==> src/hdl/gdd_pkg.sv <==
// types, constants and table functions of the date difference block
package gdd_pkg;

  localparam int YEAR_W  = 14;
  localparam int MONTH_W = 4;
  localparam int DAY_W   = 5;
  localparam int DIFF_W  = 23;
  localparam int DNUM_W  = DIFF_W - 1;

  localparam logic [YEAR_W-1:0]  YEAR_MIN  = YEAR_W'(1);
  localparam logic [YEAR_W-1:0]  YEAR_MAX  = YEAR_W'(9999);
  localparam logic [MONTH_W-1:0] MON_JAN   = MONTH_W'(1);
  localparam logic [MONTH_W-1:0] MON_FEB   = MONTH_W'(2);
  localparam logic [MONTH_W-1:0] MON_DEC   = MONTH_W'(12);
  localparam logic [DAY_W-1:0]   DAY_MIN   = DAY_W'(1);

  localparam int DAYS_PER_YEAR = 365;
  localparam int CENTURY       = 100;

  // x / 100 as (x * 5243) >> 19, exact for every 14-bit x
  localparam int DIV100_MUL    = 5243;
  localparam int DIV100_MUL_W  = 13;
  localparam int DIV100_SHIFT  = 19;
  localparam int DIV100_PROD_W = YEAR_W + DIV100_MUL_W;

  typedef struct packed {
    logic              ok;
    logic [DNUM_W-1:0] day_num;
  } gdd_date_info_t;

  function automatic logic [YEAR_W-1:0] div100(input logic [YEAR_W-1:0] x);
    logic [DIV100_PROD_W-1:0] prod;
    prod = DIV100_PROD_W'(x) * DIV100_PROD_W'(DIV100_MUL);
    return YEAR_W'(prod >> DIV100_SHIFT);
  endfunction

  function automatic logic [DAY_W-1:0] month_len(input logic [MONTH_W-1:0] m,
                                                 input logic leap);
    logic [DAY_W-1:0] len;
    case (m)
      4'd1, 4'd3, 4'd5, 4'd7, 4'd8, 4'd10, 4'd12: len = DAY_W'(31);
      4'd4, 4'd6, 4'd9, 4'd11:                    len = DAY_W'(30);
      4'd2:                                       len = leap ? DAY_W'(29) : DAY_W'(28);
      default:                                    len = '0;
    endcase
    return len;
  endfunction

  // days before the month in a year counted from march
  function automatic logic [8:0] month_offset(input logic [MONTH_W-1:0] m);
    logic [8:0] off;
    case (m)
      4'd3:    off = 9'd0;
      4'd4:    off = 9'd31;
      4'd5:    off = 9'd61;
      4'd6:    off = 9'd92;
      4'd7:    off = 9'd122;
      4'd8:    off = 9'd153;
      4'd9:    off = 9'd184;
      4'd10:   off = 9'd214;
      4'd11:   off = 9'd245;
      4'd12:   off = 9'd275;
      4'd1:    off = 9'd306;
      4'd2:    off = 9'd337;
      default: off = 9'd0;
    endcase
    return off;
  endfunction

endpackage

==> src/hdl/gdd_date_conv.sv <==
// date check and day number conversion for one date
module gdd_date_conv (
  input  logic [gdd_pkg::YEAR_W-1:0]  year,
  input  logic [gdd_pkg::MONTH_W-1:0] month,
  input  logic [gdd_pkg::DAY_W-1:0]   day,
  output gdd_pkg::gdd_date_info_t     info
);
  import gdd_pkg::*;

  logic [YEAR_W-1:0] q_y;
  logic [YEAR_W-1:0] r_y;
  logic [YEAR_W-1:0] ya;
  logic [YEAR_W-1:0] q_ya;
  logic              leap;
  logic [DAY_W-1:0]  len;

  always_comb begin
    q_y  = div100(year);
    r_y  = year - YEAR_W'(q_y * YEAR_W'(CENTURY));
    leap = ((year[1:0] == 2'b00) && (r_y != '0)) || ((r_y == '0) && (q_y[1:0] == 2'b00));
    len  = month_len(month, leap);

    // january and february belong to the previous march-based year
    ya   = (month <= MON_FEB) ? year - YEAR_W'(1) : year;
    q_ya = div100(ya);

    info.ok = (year >= YEAR_MIN) && (year <= YEAR_MAX) &&
              (month >= MON_JAN) && (month <= MON_DEC) &&
              (day >= DAY_MIN) && (day <= len);
    info.day_num = DNUM_W'(ya) * DNUM_W'(DAYS_PER_YEAR)
                 + DNUM_W'(ya >> 2)
                 - DNUM_W'(q_ya)
                 + DNUM_W'(q_ya >> 2)
                 + DNUM_W'(month_offset(month))
                 + DNUM_W'(day);
  end

endmodule

==> src/hdl/gdd_diff_calc.sv <==
// signed day difference from two converted dates
module gdd_diff_calc (
  input  gdd_pkg::gdd_date_info_t          first_info,
  input  gdd_pkg::gdd_date_info_t          second_info,
  input  logic                             include_end_day,
  output logic signed [gdd_pkg::DIFF_W-1:0] day_difference,
  output logic                             date_invalid
);
  import gdd_pkg::*;

  logic              earlier;
  logic [DNUM_W-1:0] mag;

  always_comb begin
    earlier = first_info.day_num < second_info.day_num;
    mag     = earlier ? second_info.day_num - first_info.day_num
                      : first_info.day_num - second_info.day_num;
    mag     = mag + DNUM_W'(include_end_day);
    date_invalid = !(first_info.ok && second_info.ok);
    if (date_invalid) begin
      day_difference = '0;
    end else if (earlier) begin
      day_difference = $signed({1'b0, mag});
    end else begin
      day_difference = -$signed({1'b0, mag});
    end
  end

endmodule

==> src/hdl/gregorian_date_difference.sv <==
// top level of the gregorian date difference block
// a result strobes on out_valid for each start that is taken
// throughput: one date pair per cycle, busy stays low, no stall from either side
// pipeline: input register, day number register, result register
// reset: synchronous active-low rst_n clears every valid flag, payload is not reset
module gregorian_date_difference (
  input  logic                              clk,
  input  logic                              rst_n,
  input  logic                              start,
  output logic                              busy,
  input  logic [gdd_pkg::YEAR_W-1:0]        in_first_year,
  input  logic [gdd_pkg::MONTH_W-1:0]       in_first_month,
  input  logic [gdd_pkg::DAY_W-1:0]         in_first_day,
  input  logic [gdd_pkg::YEAR_W-1:0]        in_second_year,
  input  logic [gdd_pkg::MONTH_W-1:0]       in_second_month,
  input  logic [gdd_pkg::DAY_W-1:0]         in_second_day,
  input  logic                              in_include_end_day,
  output logic                              out_valid,
  output logic signed [gdd_pkg::DIFF_W-1:0] out_day_difference,
  output logic                              out_date_invalid
);
  import gdd_pkg::*;

  // stage 0: captured input beat
  logic               s0_valid_r;
  logic [YEAR_W-1:0]  s0_first_year_r;
  logic [MONTH_W-1:0] s0_first_month_r;
  logic [DAY_W-1:0]   s0_first_day_r;
  logic [YEAR_W-1:0]  s0_second_year_r;
  logic [MONTH_W-1:0] s0_second_month_r;
  logic [DAY_W-1:0]   s0_second_day_r;
  logic               s0_inc_r;

  // stage 1: both dates as day numbers plus validity
  logic               s1_valid_r;
  gdd_date_info_t     s1_first_r;
  gdd_date_info_t     s1_second_r;
  logic               s1_inc_r;
  gdd_date_info_t     s1_first_nxt;
  gdd_date_info_t     s1_second_nxt;

  // stage 2: result register feeding the ports
  logic                     out_valid_r;
  logic signed [DIFF_W-1:0] out_diff_r;
  logic                     out_inv_r;
  logic signed [DIFF_W-1:0] out_diff_nxt;
  logic                     out_inv_nxt;

  // every stage advances each cycle, so a new beat is always welcome
  assign busy = 1'b0;

  always_ff @(posedge clk) begin
    if (!rst_n) begin
      s0_valid_r <= 1'b0;
    end else begin
      s0_valid_r <= start && !busy;
    end
  end

  // payload captured on every cycle, qualified only by the valid flag
  always_ff @(posedge clk) begin
    s0_first_year_r   <= in_first_year;
    s0_first_month_r  <= in_first_month;
    s0_first_day_r    <= in_first_day;
    s0_second_year_r  <= in_second_year;
    s0_second_month_r <= in_second_month;
    s0_second_day_r   <= in_second_day;
    s0_inc_r          <= in_include_end_day;
  end

  // two converters side by side, one per date
  gdd_date_conv u_first_conv (
    .year  (s0_first_year_r),
    .month (s0_first_month_r),
    .day   (s0_first_day_r),
    .info  (s1_first_nxt)
  );

  gdd_date_conv u_second_conv (
    .year  (s0_second_year_r),
    .month (s0_second_month_r),
    .day   (s0_second_day_r),
    .info  (s1_second_nxt)
  );

  always_ff @(posedge clk) begin
    if (!rst_n) begin
      s1_valid_r <= 1'b0;
    end else begin
      s1_valid_r <= s0_valid_r;
    end
  end

  always_ff @(posedge clk) begin
    s1_first_r  <= s1_first_nxt;
    s1_second_r <= s1_second_nxt;
    s1_inc_r    <= s0_inc_r;
  end

  // subtract, take the sign from the order, add the end day if asked, give zero for an invalid date
  gdd_diff_calc u_diff_calc (
    .first_info      (s1_first_r),
    .second_info     (s1_second_r),
    .include_end_day (s1_inc_r),
    .day_difference  (out_diff_nxt),
    .date_invalid    (out_inv_nxt)
  );

  always_ff @(posedge clk) begin
    if (!rst_n) begin
      out_valid_r <= 1'b0;
    end else begin
      out_valid_r <= s1_valid_r;
    end
  end

  always_ff @(posedge clk) begin
    out_diff_r <= out_diff_nxt;
    out_inv_r  <= out_inv_nxt;
  end

  // result beat is shown for exactly one cycle
  assign out_valid          = out_valid_r;
  assign out_day_difference = out_diff_r;
  assign out_date_invalid   = out_inv_r;

endmodule

==> config.mk <==
export PLATFORM = sky130hd
export DESIGN_NAME = gregorian_date_difference
export DESIGN_NICKNAME = d
export VERILOG_FILES = /design/src/hdl/gdd_pkg.sv /design/src/hdl/gdd_date_conv.sv /design/src/hdl/gdd_diff_calc.sv /design/src/hdl/gregorian_date_difference.sv
export SDC_FILE = /design/constraint.sdc
export NUM_CORES = 2
export LEC_CHECK = 0
export ABC_AREA = 1
export BUFFER_PORTS_ARGS = -buffer_cell sky130_fd_sc_hd__buf_2
export CELL_PAD_IN_SITES_DETAIL_PLACEMENT = 0
export CELL_PAD_IN_SITES_GLOBAL_PLACEMENT = 1
export CORE_MARGIN = 10
export CORE_UTILIZATION = 45
export CTS_CLUSTER_DIAMETER = 120
export DETAILED_ROUTE_END_ITERATION = 6
export PLACE_DENSITY_LB_ADDON = 0.25
export SLEW_MARGIN = 5
export SYNTH_ARGS = -nofsm -noshare
export SYNTH_HDL_FRONTEND = slang
export SYNTH_SLANG_ARGS = --single-unit
==> constraint.sdc <==
create_clock -name clk -period 28.5 [get_ports clk]
set_input_delay 2.85 -clock clk [delete_from_list [all_inputs] [get_ports clk]]
set_output_delay 2.85 -clock clk [all_outputs]
set_load 0.02 [all_outputs]
==> reports/metrics.yaml <==
cts.clk_slew.worst_paths_ns: 0.08
die_height_um: 291
ioPinCount: 76
tightestPinTransition_ns: 1.11
final.period_utilization_pct: 42.9
final_tns_setup_ns: 0
postCtsResizedCells: 0
grtUsageTotal_pct: 19.0
clock_tree_from_tritoncts: "built"
synth_area_leaders: "sky130_fd_sc_hd__ha_1, sky130_fd_sc_hd__fa_1, sky130_fd_sc_hd__inv_1"
grt_remaining_overflow: 0
final_layout_size_suffix_gt1_share_pct: 4.90
finalWeightedCongestion: 0.891
synth_top_cell_area_share_pct: 28.1
timing_hold_violations_final: 0
io_buffers: 74
syn_area_per_cell_um2: 8.26
dp_hpwl_um: 69400
count_of_flip_flops_with_a_built_in_enable_after_synthesis: 0
max-cap-violations: 0
number_of_global_route_vias_before_repair: 25500
synth_fp_nets: 5234
crit_slowest_cell: "sky130_fd_sc_hd__xor2_1"
first_pass_iters: 5
yosys_register_bits: 139
antenna_left: 0
top_ff_cell_synth: "sky130_fd_sc_hd__dfxtp_1"
tritoncts.num_buffers: 17
worst_setup_path_start_kind: "register"
post_drt_via_cell_ratio: 4.80
drt_first_iter_violations: 1002
yosys_warnings: 0
rsz_0062_raised_after_global_routing: "false"
num-nets-final: 5342
worstPathMaxFanout: 8
worst-endpoint-arrival_ns: 12.64
cp_endpoint_kind: "register"
syn_area_mm2: 0.0330
flow.area_growth_from_synthesis_pct: 6.98
clock_path_buffers: 2
htree_levels: 4
grt_first_pass_wirelength_um: 131000
clock_latency_ns: 0.49
path_common_cell: "sky130_fd_sc_hd__nand2_1"
syn_inst: 4001
slowest_delay_ns: 0.67
placementRows: 99
cts_num_sinks: 139
initial_utilization_pct: 45.4
route.final.wire_length_um: 77700
routed-via-count: 24400
achievable-frequency_ghz: 0.0817
timing.critical_path.required_ns: 28.90
timing.clock.skew_ns: 0.0227
ys_async_sr_fraction_pct: 0
outcome: "finished clean"
route.detailed.wl_per_inst_um: 15.3
postCtsHoldBufs: 0
post_cts_buffers: 0
dieArea_mm2: 0.0847
timing.final.max_slew_violations: 0
min-delay-path-class: "reg2reg"
synth_sequential_area_ratio_pct: 8.42
setup_violations: 0
most_instantiated_library_cell_after_synthesis: "sky130_fd_sc_hd__inv_1"
antennaDiodeCount: 0
remaining_drcs: 0
fp.coreArea_mm2: 0.0728
synth_cell_type_count: 54
die_w_um: 291
relSlewSlack_pct: 26.0
grt_start_max_net_pins: 43
clock-root-buffer: "sky130_fd_sc_hd__clkbuf_16"
antenna_found_initial: 2
finalCriticalPeriod_ns: 12.24
critical_path_class: "reg2reg"
synth.top_cells.by_count: "sky130_fd_sc_hd__inv_1, sky130_fd_sc_hd__ha_1, sky130_fd_sc_hd__nand2_1"
synth_largest_area_cell: "sky130_fd_sc_hd__ha_1"
==> worst max-delay path, delay by kind of cell, from the launching register on <==
family / cells / cell delay, ns
AO/OA/AOI/OAI: 10 / 2.03
XOR/XNOR: 3 / 0.97
adder cells (fa/ha/maj): 14 / 5.94
buffers and inverters: 6 / 0.77
flip-flops: 1 / 0.47
AND/OR/NAND/NOR: 21 / 1.95
==> kinds of logic after synthesis <==
kind of cell	share of synthesized area, %
AOI/OAI and AO/OA	6.07
xor gates and xnor gates	3.89
adders and majority gates	54.8
buffers and inverters	12.3
DFF	8.42
other	0.0113
and+or+nand+nor	14.5
==> placed cells by master, fill, tap and decap left out, drive strengths merged, types with 46 or more instances in the layout <==
| cell | instances |
|---|---|
| xnor2 | 46 |
| nand3 | 155 |
| dfxtp | 139 |
| buf | 98 |
| ha | 741 |
| o21ai | 86 |
| nand2 | 685 |
| xor2 | 100 |
| inv | 1067 |
| fa | 442 |
| nor2 | 179 |
| a21oi | 191 |
==> cell type report <==
class	instances	area, µm²
sequential	139	2780
inverter	1061	3980
tap	959	1200
fill	7307	37500
clock inverter	15	196
timing repair buffer	98	551
clock buffer	17	425
multi-input combinational	2792	26200
==> path summary, 6_finish.rpt <==
kind / startpoint / slack (ns) / cells past startpoint / to
hold / removal: s0_inc_r$_DFF_P_ / 0.33 / 0 / s1_inc_r$_DFF_P_
hold reg to reg: s0_inc_r$_DFF_P_ / 0.33 / 0 / s1_inc_r$_DFF_P_
setup reg to reg: s0_first_year_r[2]$_DFF_P_ / 16.26 / 54 / s1_first_r[18]$_DFF_P_
setup / recovery: s0_first_year_r[2]$_DFF_P_ / 16.26 / 54 / s1_first_r[18]$_DFF_P_
==> routing by layer <==
layer	GRT usage [%]	up-vias	wire (µm)
met4	3.51	4	1010
li1	-	12600	-
met1	25.5	11400	37000
met3	2.32	58	2560
met2	32.4	303	37200
met5	0	-	27
==> per-stage QoR <==
step | instance area [µm²] | worst slack (ns) | instances | hold WS [ns] | utilization, %
6_report | 35400 | 16.26 | 5081 | 0.334 | 48.5
2_1_floorplan | 33000 | 17.47 | 4001 | 0.310 | -
3_3_place_gp | 34700 | 16.52 | 5049 | 0.321 | 47.7
3_5_place_dp | 34700 | 16.32 | 5049 | 0.316 | 47.7
4_1_cts | 35400 | 16.27 | 5081 | 0.341 | 48.5
5_1_grt | 35400 | 15.36 | 5081 | 0.354 | 48.5
Power is not shown: default switching activity piles up to over one toggle a cycle in this logic, so the estimate is an artifact.
